$ cat config.mk
export PLATFORM = sky130hd
export DESIGN_NAME = hbs_run_length_word_decoder_top
export DESIGN_NICKNAME = d
export VERILOG_FILES = /design/src/rtl/hbs_rlwd_pkg.sv /design/src/rtl/hbs_rlwd_ctrl.sv /design/src/rtl/hbs_rlwd_dp.sv /design/src/rtl/hbs_run_length_word_decoder_top.sv
export SDC_FILE = /design/constraint.sdc
export NUM_CORES = 1
export LEC_CHECK = 0
export BUFFER_PORTS_ARGS = -buffer_cell sky130_fd_sc_hd__buf_2
export CORE_MARGIN = 5
export CORE_UTILIZATION = 50
export CTS_CLUSTER_DIAMETER = 80
export DETAILED_ROUTE_END_ITERATION = 12
export GPL_ROUTABILITY_DRIVEN = 0
export HOLD_SLACK_MARGIN = 0.08
export PLACE_DENSITY = 0.65
export SKIP_CTS_REPAIR_TIMING = 1
export SLEW_MARGIN = 20
export SYNTH_ARGS = -nofsm -noshare
export SYNTH_HDL_FRONTEND = slang
export SYNTH_SLANG_ARGS = --single-unit
$ cat constraint.sdc
create_clock -name i_clk -period 9.6 [get_ports i_clk]
set_clock_uncertainty 0.1 [all_clocks]
set_input_delay 0.96 -clock i_clk [delete_from_list [all_inputs] [get_ports i_clk]]
set_output_delay 0.96 -clock i_clk [all_outputs]
set_load 0.005 [all_outputs]
$ cat src/rtl/hbs_rlwd_pkg.sv
// shared constants and controller/datapath interface types for the run-length word decoder
`timescale 1ns / 1ps

package hbs_rlwd_pkg;

    // packet store capacity in words
    localparam int MAX_WORDS = 32;
    localparam int WCNT_W    = $clog2(MAX_WORDS + 1);

    // field widths fixed by the interface
    localparam int TICK_W    = 15;
    localparam int QUO_W     = TICK_W + 1;
    localparam int STEP_W    = $clog2(QUO_W);
    localparam int SHIFT_W   = 20;
    localparam int BCNT_W    = 5;
    localparam int WIDX_W    = 5;
    localparam int PWORDS_W  = 6;

    // a word holds 21 bit times; a zero run or one that would pass them closes it
    localparam logic [BCNT_W-1:0] LAST_BIT  = 5'd21;
    localparam logic [QUO_W-1:0]  START_LIM = 16'd22;
    localparam logic [TICK_W-1:0] DIV_RESET = 15'd104;

    // configuration register indexes
    localparam logic CFG_BIT_DIVIDER  = 1'b0;
    localparam logic CFG_INVERT_LEVEL = 1'b1;

    typedef struct packed {
        logic load;     // capture the input transfer and start the divide
        logic step;     // one restoring divide step
        logic commit;   // update decoder state and load the result register
    } t_cmd;

    typedef struct packed {
        logic div_last; // current divide step is the final one
        logic out_free; // result register can take a new result
    } t_sts;

endpackage

$ cat src/rtl/hbs_rlwd_ctrl.sv
// sequencing state machine: capture, iterative divide, commit
`timescale 1ns / 1ps

module hbs_rlwd_ctrl (
    input  logic                i_clk,
    input  logic                i_rst_n,
    input  logic                i_in_valid,
    output logic                o_in_stall,
    input  hbs_rlwd_pkg::t_sts  i_sts,
    output hbs_rlwd_pkg::t_cmd  o_cmd
);
    import hbs_rlwd_pkg::*;

    typedef enum logic [2:0] {
        S_IDLE = 3'b001,
        S_DIV  = 3'b010,
        S_EXEC = 3'b100
    } t_state;

    t_state r_state;
    t_state n_state;

    always_comb begin
        n_state     = r_state;
        o_cmd       = '0;
        o_in_stall  = 1'b1;
        unique case (r_state)
            S_IDLE: begin
                o_in_stall = 1'b0;
                if (i_in_valid) begin
                    o_cmd.load = 1'b1;
                    n_state    = S_DIV;
                end
            end
            S_DIV: begin
                o_cmd.step = 1'b1;
                if (i_sts.div_last) begin
                    n_state = S_EXEC;
                end
            end
            S_EXEC: begin
                // wait here only while a previous result is still stalled
                if (i_sts.out_free) begin
                    o_cmd.commit = 1'b1;
                    n_state      = S_IDLE;
                end
            end
            default: begin
                n_state = S_IDLE;
            end
        endcase
    end

    always_ff @(posedge i_clk) begin
        if (!i_rst_n) begin
            r_state <= S_IDLE;
        end else begin
            r_state <= n_state;
        end
    end

endmodule

$ cat src/rtl/hbs_rlwd_dp.sv
// datapath: config registers, run divider, shift word, counters and result register
`timescale 1ns / 1ps

module hbs_rlwd_dp (
    input  logic                                 i_clk,
    input  logic                                 i_rst_n,
    input  hbs_rlwd_pkg::t_cmd                   i_cmd,
    output hbs_rlwd_pkg::t_sts                   o_sts,
    input  logic                                 i_cfg_valid,
    input  logic                                 i_cfg_index,
    input  logic [hbs_rlwd_pkg::TICK_W-1:0]      i_cfg_data,
    input  logic                                 i_line_level,
    input  logic [hbs_rlwd_pkg::TICK_W-1:0]      i_run_ticks,
    input  logic                                 i_end_of_capture,
    output logic                                 o_out_valid,
    input  logic                                 i_out_stall,
    output logic                                 o_word_valid,
    output logic [7:0]                           o_data_byte,
    output logic                                 o_parity_flag,
    output logic [hbs_rlwd_pkg::WIDX_W-1:0]      o_word_index,
    output logic                                 o_start_error,
    output logic                                 o_packet_done,
    output logic [hbs_rlwd_pkg::PWORDS_W-1:0]    o_packet_words,
    output logic                                 o_overflow
);
    import hbs_rlwd_pkg::*;

    // configuration
    logic [TICK_W-1:0] r_bit_divider;
    logic              r_invert_level;
    logic [TICK_W-1:0] div_eff;

    // captured item and divider
    logic              r_lvl;
    logic              r_eoc;
    logic [QUO_W-1:0]  r_quo;
    logic [TICK_W-1:0] r_rem;
    logic [STEP_W-1:0] r_step;
    logic [QUO_W-1:0]  trial;
    logic              q_bit;

    // decoder state
    logic [SHIFT_W-1:0] r_shift_word;
    logic [BCNT_W-1:0]  r_bit_count;
    logic [WCNT_W-1:0]  r_word_count;
    logic               r_overflow_seen;

    // commit logic
    logic [QUO_W-1:0]       dur;
    logic                   idle;
    logic                   start_ok;
    logic [QUO_W:0]         end_sum;
    logic                   close;
    logic [BCNT_W-1:0]      n_shifts;
    logic [2*SHIFT_W-1:0]   shift_ext;
    logic [SHIFT_W-1:0]     shifted;
    logic                   store_ok;
    logic                   wv;
    logic                   drop;
    logic                   serr;
    logic                   emit;
    logic [7:0]             data;
    logic [SHIFT_W-1:0]     n_shift_word;
    logic [BCNT_W-1:0]      n_bit_count;
    logic [WCNT_W-1:0]      n_word_count;
    logic                   n_overflow_seen;
    logic [WCNT_W+WIDX_W-1:0]   widx_ext;
    logic [WCNT_W+PWORDS_W-1:0] pwords_ext;

    // result register
    logic                   r_out_valid;
    logic                   r_word_valid;
    logic [7:0]             r_data_byte;
    logic                   r_parity_flag;
    logic [WIDX_W-1:0]      r_word_index;
    logic                   r_start_error;
    logic                   r_packet_done;
    logic [PWORDS_W-1:0]    r_packet_words;
    logic                   r_overflow;

    assign div_eff = (r_bit_divider == '0) ? TICK_W'(1) : r_bit_divider;

    always_ff @(posedge i_clk) begin
        if (!i_rst_n) begin
            r_bit_divider  <= DIV_RESET;
            r_invert_level <= 1'b0;
        end else if (i_cfg_valid) begin
            unique case (i_cfg_index)
                CFG_BIT_DIVIDER:  r_bit_divider  <= i_cfg_data;
                CFG_INVERT_LEVEL: r_invert_level <= i_cfg_data[0];
                default: ;
            endcase
        end
    end

    // restoring divide, one quotient bit per cycle, dividend shifts out of r_quo
    assign trial = {r_rem, r_quo[QUO_W-1]};
    assign q_bit = (trial >= {1'b0, div_eff});

    always_ff @(posedge i_clk) begin
        if (i_cmd.load) begin
            r_lvl <= i_line_level ^ r_invert_level;
            r_eoc <= i_end_of_capture;
            // round to nearest bit time
            r_quo <= {1'b0, i_run_ticks} + {2'b00, div_eff[TICK_W-1:1]};
            r_rem <= '0;
        end else if (i_cmd.step) begin
            r_quo <= {r_quo[QUO_W-2:0], q_bit};
            r_rem <= q_bit ? TICK_W'(trial - {1'b0, div_eff}) : trial[TICK_W-1:0];
        end
    end

    always_ff @(posedge i_clk) begin
        if (!i_rst_n) begin
            r_step <= '0;
        end else if (i_cmd.load) begin
            r_step <= '0;
        end else if (i_cmd.step) begin
            r_step <= r_step + STEP_W'(1);
        end
    end

    assign o_sts.div_last = (r_step == STEP_W'(QUO_W - 1));
    assign o_sts.out_free = !r_out_valid || !i_out_stall;

    // decode of one run
    assign dur      = r_quo;
    assign idle     = (r_bit_count == '0);
    assign start_ok = !r_lvl && (dur != '0) && (dur < START_LIM);
    assign end_sum  = {{(QUO_W+1-BCNT_W){1'b0}}, r_bit_count} + {1'b0, dur};
    assign close    = !idle && ((dur == '0) || (end_sum > (QUO_W+1)'(LAST_BIT)));
    // pad up to the last bit time on close, otherwise one shift per bit time
    assign n_shifts  = close ? (LAST_BIT - r_bit_count) : dur[BCNT_W-1:0];
    assign shift_ext = {{SHIFT_W{r_lvl}}, r_shift_word} >> n_shifts;
    assign shifted   = shift_ext[SHIFT_W-1:0];
    assign store_ok  = (r_word_count < WCNT_W'(MAX_WORDS));
    assign wv        = close && store_ok;
    assign drop      = close && !store_ok;
    assign serr      = idle && !start_ok;
    assign emit      = serr || close || r_eoc;

    always_comb begin
        for (int i = 0; i < 8; i++) begin
            data[i] = shifted[2*i+1];
        end
    end

    always_comb begin
        n_shift_word    = r_shift_word;
        n_bit_count     = r_bit_count;
        if (idle) begin
            if (start_ok) begin
                n_shift_word = '0;
                n_bit_count  = dur[BCNT_W-1:0];
            end
        end else if (close) begin
            n_shift_word = shifted;
            n_bit_count  = '0;
        end else begin
            n_shift_word = shifted;
            n_bit_count  = r_bit_count + dur[BCNT_W-1:0];
        end
        n_word_count    = r_word_count + WCNT_W'(wv);
        n_overflow_seen = r_overflow_seen || drop;
    end

    assign widx_ext   = {{WIDX_W{1'b0}}, r_word_count};
    assign pwords_ext = {{PWORDS_W{1'b0}}, n_word_count};

    always_ff @(posedge i_clk) begin
        if (!i_rst_n) begin
            r_shift_word    <= '0;
            r_bit_count     <= '0;
            r_word_count    <= '0;
            r_overflow_seen <= 1'b0;
        end else if (i_cmd.commit) begin
            if (r_eoc) begin
                // packet close clears everything, an open word is discarded
                r_shift_word    <= '0;
                r_bit_count     <= '0;
                r_word_count    <= '0;
                r_overflow_seen <= 1'b0;
            end else begin
                r_shift_word    <= n_shift_word;
                r_bit_count     <= n_bit_count;
                r_word_count    <= n_word_count;
                r_overflow_seen <= n_overflow_seen;
            end
        end
    end

    always_ff @(posedge i_clk) begin
        if (!i_rst_n) begin
            r_out_valid <= 1'b0;
        end else if (i_cmd.commit && emit) begin
            r_out_valid <= 1'b1;
        end else if (!i_out_stall) begin
            r_out_valid <= 1'b0;
        end
    end

    always_ff @(posedge i_clk) begin
        if (i_cmd.commit && emit) begin
            r_word_valid   <= wv;
            r_data_byte    <= wv ? data : 8'd0;
            r_parity_flag  <= wv && shifted[17];
            r_word_index   <= wv ? widx_ext[WIDX_W-1:0] : '0;
            r_start_error  <= serr;
            r_packet_done  <= r_eoc;
            r_packet_words <= r_eoc ? pwords_ext[PWORDS_W-1:0] : '0;
            r_overflow     <= r_eoc ? n_overflow_seen : drop;
        end
    end

    assign o_out_valid    = r_out_valid;
    assign o_word_valid   = r_word_valid;
    assign o_data_byte    = r_data_byte;
    assign o_parity_flag  = r_parity_flag;
    assign o_word_index   = r_word_index;
    assign o_start_error  = r_start_error;
    assign o_packet_done  = r_packet_done;
    assign o_packet_words = r_packet_words;
    assign o_overflow     = r_overflow;

endmodule

$ cat src/rtl/hbs_run_length_word_decoder_top.sv
// top level of the run-length word decoder for a home-bus serial line
`timescale 1ns / 1ps

// Input channel: one transfer per captured line run (level, length in
// capture ticks, end-of-capture mark), taken when i_in_valid is high and
// o_in_stall is low. The run length is rounded to bit times by a restoring
// divider that produces one quotient bit per cycle; an item goes through
// capture, 16 divide steps and commit on its way to the result register.
// o_in_stall is low only between items; the next run waits for a commit.
// Output channel: at most one result per run, held in a result register
// until a transfer with i_out_stall low. While the receiver stalls, the
// next run is still taken and divided; its commit waits for the register.
// Runs that produce no result leave the output channel untouched.
// Configuration: index 0 is bit_divider (0 acts as 1), index 1 is
// invert_level; o_cfg_ready is always high and writes are applied at once.
// Reset (synchronous, active low) clears the decoder to waiting for a start
// bit, empties the packet, drops any pending result and restores the
// default configuration (divider 104, no inversion).

module hbs_run_length_word_decoder_top (
    input  logic                                 i_clk,
    input  logic                                 i_rst_n,
    input  logic                                 i_cfg_valid,
    output logic                                 o_cfg_ready,
    input  logic                                 i_cfg_index,
    input  logic [hbs_rlwd_pkg::TICK_W-1:0]      i_cfg_data,
    input  logic                                 i_in_valid,
    output logic                                 o_in_stall,
    input  logic                                 i_line_level,
    input  logic [hbs_rlwd_pkg::TICK_W-1:0]      i_run_ticks,
    input  logic                                 i_end_of_capture,
    output logic                                 o_out_valid,
    input  logic                                 i_out_stall,
    output logic                                 o_word_valid,
    output logic [7:0]                           o_data_byte,
    output logic                                 o_parity_flag,
    output logic [hbs_rlwd_pkg::WIDX_W-1:0]      o_word_index,
    output logic                                 o_start_error,
    output logic                                 o_packet_done,
    output logic [hbs_rlwd_pkg::PWORDS_W-1:0]    o_packet_words,
    output logic                                 o_overflow
);
    import hbs_rlwd_pkg::*;

    t_cmd cmd;
    t_sts sts;

    assign o_cfg_ready = 1'b1;

    hbs_rlwd_ctrl u_ctrl (
        .i_clk      (i_clk),
        .i_rst_n    (i_rst_n),
        .i_in_valid (i_in_valid),
        .o_in_stall (o_in_stall),
        .i_sts      (sts),
        .o_cmd      (cmd)
    );

    hbs_rlwd_dp u_dp (
        .i_clk            (i_clk),
        .i_rst_n          (i_rst_n),
        .i_cmd            (cmd),
        .o_sts            (sts),
        .i_cfg_valid      (i_cfg_valid),
        .i_cfg_index      (i_cfg_index),
        .i_cfg_data       (i_cfg_data),
        .i_line_level     (i_line_level),
        .i_run_ticks      (i_run_ticks),
        .i_end_of_capture (i_end_of_capture),
        .o_out_valid      (o_out_valid),
        .i_out_stall      (i_out_stall),
        .o_word_valid     (o_word_valid),
        .o_data_byte      (o_data_byte),
        .o_parity_flag    (o_parity_flag),
        .o_word_index     (o_word_index),
        .o_start_error    (o_start_error),
        .o_packet_done    (o_packet_done),
        .o_packet_words   (o_packet_words),
        .o_overflow       (o_overflow)
    );

    // a start error only happens while idle, a word only inside one
    a_word_xor_start: assert property (@(posedge i_clk) disable iff (!i_rst_n)
        o_out_valid |-> !(o_word_valid && o_start_error))
        else $error("word and start error in one result");

    // a full store never delivers a word
    a_word_no_overflow: assert property (@(posedge i_clk) disable iff (!i_rst_n)
        o_out_valid && o_word_valid |-> !o_overflow)
        else $error("word delivered together with overflow");

    a_count_only_on_done: assert property (@(posedge i_clk) disable iff (!i_rst_n)
        o_out_valid && !o_packet_done |-> (o_packet_words == '0))
        else $error("packet word count outside packet close");

    // the divider is busy right after a transfer is taken
    a_busy_after_take: assert property (@(posedge i_clk) disable iff (!i_rst_n)
        i_in_valid && !o_in_stall |=> o_in_stall)
        else $error("input taken while an item is in progress");

endmodule

==> impl_metrics.json <==
{
  "min_path_type": "flop to flop",
  "final_area_um2": 8564,
  "drt_iter0_drc": 692,
  "power_frac_seq_pct": 42.9,
  "setup_slack_ns": 4.066,
  "pre_cts_ws_ns": 4.329,
  "drt-pass1-iter-count": 7,
  "drive_gt1_share_pct": 12.42,
  "critPathKind": "flop to flop",
  "globalRouteOverflowTotal": 0,
  "final_util_pct": 54.51,
  "cts_root_buffer": "clkbuf_16",
  "p_int_mw": 0.8451,
  "fin_nets": 1072,
  "grt_max_degree": 40,
  "fin_crit_ns": 5.534,
  "powerDensity_nw_per_um2": 151.6,
  "switchingPower_mw": 0.4533,
  "startpoint": "u_dp.r_bit_count[1]$_SDFFE_PN0P_",
  "required_ns": 9.74,
  "clockBufferDepth": 2,
  "syn_inst": 975,
  "cp-start-kind": "flop",
  "cts_sinks": 112,
  "synth_flop_cell": "dfxtp_1",
  "reg2regPathDepth": 14,
  "critical_path_arrival_ns": 5.67,
  "finalSetupViolations": 0,
  "rrSetupSlack_ns": 4.07,
  "antenna_violating_nets_post_route": 0,
  "tightest_slew_ns": 1.091,
  "port_buffers": 63,
  "core_um2": 15710,
  "cts_buffers": 9,
  "layoutNonFillerInstCount": 1214,
  "p_leak_nw": 3.334,
  "r2r-end": "u_dp.o_data_byte[0]$_SDFFCE_PN0P_",
  "route.detailed.drc": 0,
  "rsz0062_at_grt": "false",
  "clock_latency_ns": 0.37,
  "io_pins": 65,
  "r2r-start": "u_dp.r_bit_count[1]$_SDFFE_PN0P_",
  "avgRoutedWirePerCell_um": 17.01,
  "dp_hpwl_um": 15160,
  "fp.dieH_um": 135.8,
  "wl_um": 20660,
  "syn-num-nets": 1054,
  "synth_cell_type_count": 79,
  "syn_area_um2": 7911,
  "drv_slew": 0,
  "syn_area_per_cell_um2": 8.114,
  "holdWs_ns": 0.3555,
  "via_per_inst": 5.855,
  "cts_tree": "yes",
  "finalHoldViolations": 0,
  "ys_seq_elements": 112,
  "syn_to_final_growth_pct": 8.256,
  "clk_pin_slew_ns": 0.09,
  "synth_edf_count": 42,
  "p_sw_share_pct": 34.91,
  "max_cap_violations": 0,
  "crit_end": "u_dp.o_data_byte[0]$_SDFFCE_PN0P_",
  "grt_pass1_vias": 6587,
  "async_flop_share_pct": 0,
  "vias": 7108,
  "tns_ns": 0,
  "vdd_drop_max_mv": 0.1117,
  "cts_max_level": 3,
  "track_usage_pct": 22.65,
  "relSlewSlack_pct": 27.24,
  "placedCellCount": 1198,
  "combPwrFrac_pct": 26.1,
  "placed_cell_area_um2": 8245,
  "path_max_fanout": 17,
  "dieArea_um2": 18440,
  "end_kind": "flop",
  "power.total_mw": 1.298,
  "ys_seq_area_share_pct": 33.65,
  "rows": 46,
  "grt_pass1_wl_um": 33620,
  "fp.dieW_um": 135.8,
  "num_antenna_cells": 0,
  "clock_power_share_pct": 31.1,
  "fin_crit_sh_pct": 57.65,
  "start_util_pct": 50.35,
  "antenna_found_initial": 0,
  "status": "finished, final reports clean",
  "yosysWarnings": 0,
  "fmax_mhz": 180.7
}
-- routing by layer --
layer	global-route usage [%]	vias to the layer above	part of all wire (%)
met5	0	-	0
met4	6.775	0	2.2
met3	4.235	39	6.4
met2	38.36	245	47
met1	29.50	3294	45
li1	-	3530	-
-- worst max-delay path: stages, from the launching register on --
cell      delay (ns)
dfxtp_1         0.72
inv_1           0.26
fa_1            0.49
nand2b_1        0.19
a211oi_2        0.27
o21ai_1         0.11
mux2i_1         0.19
or4_1           0.73
o21ai_4         0.36
a21oi_1         0.33
nor2_1          0.82
nand2_1         0.29
a211oi_1        0.28
o31ai_1         0.14
nor2_1          0.10
-- kinds of logic (layout without fill, tap and decap cells) --
kind of cell	Yosys count	after routing	synth area share, %
AO/OA/AOI/OAI	293	293	24.47
XOR/XNOR	27	27	2.989
adder cells (fa/ha/maj)	41	41	6.769
buffers and inverters	106	129	5.741
flip-flops	112	112	33.65
multiplexers	38	38	5.156
other	1	1	0.04740
AND/OR/NAND/NOR	357	357	21.18
-- area by class of cell --
class	instances	area, um2
clock buffers	10	250.2
multi-input cells	757	4798
well taps	216	270.3
repair buffers	67	345.3
inverters	46	172.7
flip-flops and latches	112	2663
fillers	1526	7148
clock inverters	6	65.06
-- cell usage after synthesis (all sizes together) (15+ instances only) --
| cell type | number | area [um2] |
|---|---|---|
| a21oi | 62 | 325.3 |
| and2 | 21 | 131.4 |
| nand2 | 153 | 584.3 |
| ha | 38 | 475.5 |
| nor3 | 20 | 105.1 |
| dfxtp | 70 | 1401 |
| clkbuf | 45 | 168.9 |
| o21ai | 98 | 501.7 |
| inv | 46 | 172.7 |
| mux2i | 25 | 250.2 |
| nand3 | 20 | 100.1 |
| buf | 15 | 112.6 |
| edfxtp | 42 | 1261 |
| nor2 | 71 | 266.5 |
| a21boi | 22 | 165.2 |
-- state kept, by name, summed over array words and instances, names as in the netlist, 3 cells and up --
register,flops
u_dp.r_rem,15
u_dp.o_word_index,5
u_dp.r_shift_word,19
u_ctrl.r_state,3
u_dp.o_data_byte,8
u_dp.r_word_count,6
u_dp.r_step,4
u_dp.r_bit_count,5
u_dp.dur,16
u_dp.r_bit_divider,15
u_dp.o_packet_words,6
-- worst min-delay path by stage --
stage,from,to,slack [ns],cells past startpoint
2_1_floorplan,u_dp.r_eoc$_DFFE_PP_,u_dp.o_packet_done$_DFFE_PP_,0.32,0
3_3_place_gp,u_dp.r_shift_word[1]$_SDFFE_PN0P_,u_dp.r_shift_word[1]$_SDFFE_PN0P_,0.34,2
3_5_place_dp,u_dp.r_shift_word[1]$_SDFFE_PN0P_,u_dp.r_shift_word[1]$_SDFFE_PN0P_,0.34,2
4_1_cts,u_dp.r_shift_word[1]$_SDFFE_PN0P_,u_dp.r_shift_word[1]$_SDFFE_PN0P_,0.36,2
5_1_grt,u_dp.r_shift_word[1]$_SDFFE_PN0P_,u_dp.r_shift_word[1]$_SDFFE_PN0P_,0.37,2
6_report,u_dp.r_shift_word[1]$_SDFFE_PN0P_,u_dp.r_shift_word[1]$_SDFFE_PN0P_,0.36,2
-- cell usage in the layout (no fill, tap or decap), types with 6 or more instances in the layout --
master	netlist	layout
nor2b_1	14	14
and2_1	21	21
xnor2_1	13	13
buf_2	6	63
nand3_1	20	20
o21ai_0	88	88
a21boi_0	21	21
inv_1	46	46
nand4_1	8	8
a31oi_1	12	12
clkbuf_16	0	10
a211oi_1	6	6
edfxtp_1	42	42
a21oi_1	60	60
nand2_1	151	151
xor2_1	14	14
o21ai_1	9	9
dfxtp_1	70	70
mux2_2	12	12
o31ai_1	10	10
o211ai_1	7	7
nand2b_1	11	11
a21o_1	8	8
mux2i_1	25	25
a22oi_1	10	10
nor3_1	19	19
nor4_1	8	8
and3_1	12	12
nor2_1	71	70
ha_1	38	38
-- power groups by stage --
stage,Clock (mW),Sequential [mW],Combinational [mW]
finish,0.403,0.557,0.339
global route,0.424,0.562,0.374
CTS,0.408,0.556,0.334
detailed placement,0,0.567,0.331
global placement,0,0.567,0.332
floorplan,0,0.547,0.277
Note: power is estimated with default switching activity, not from simulation.
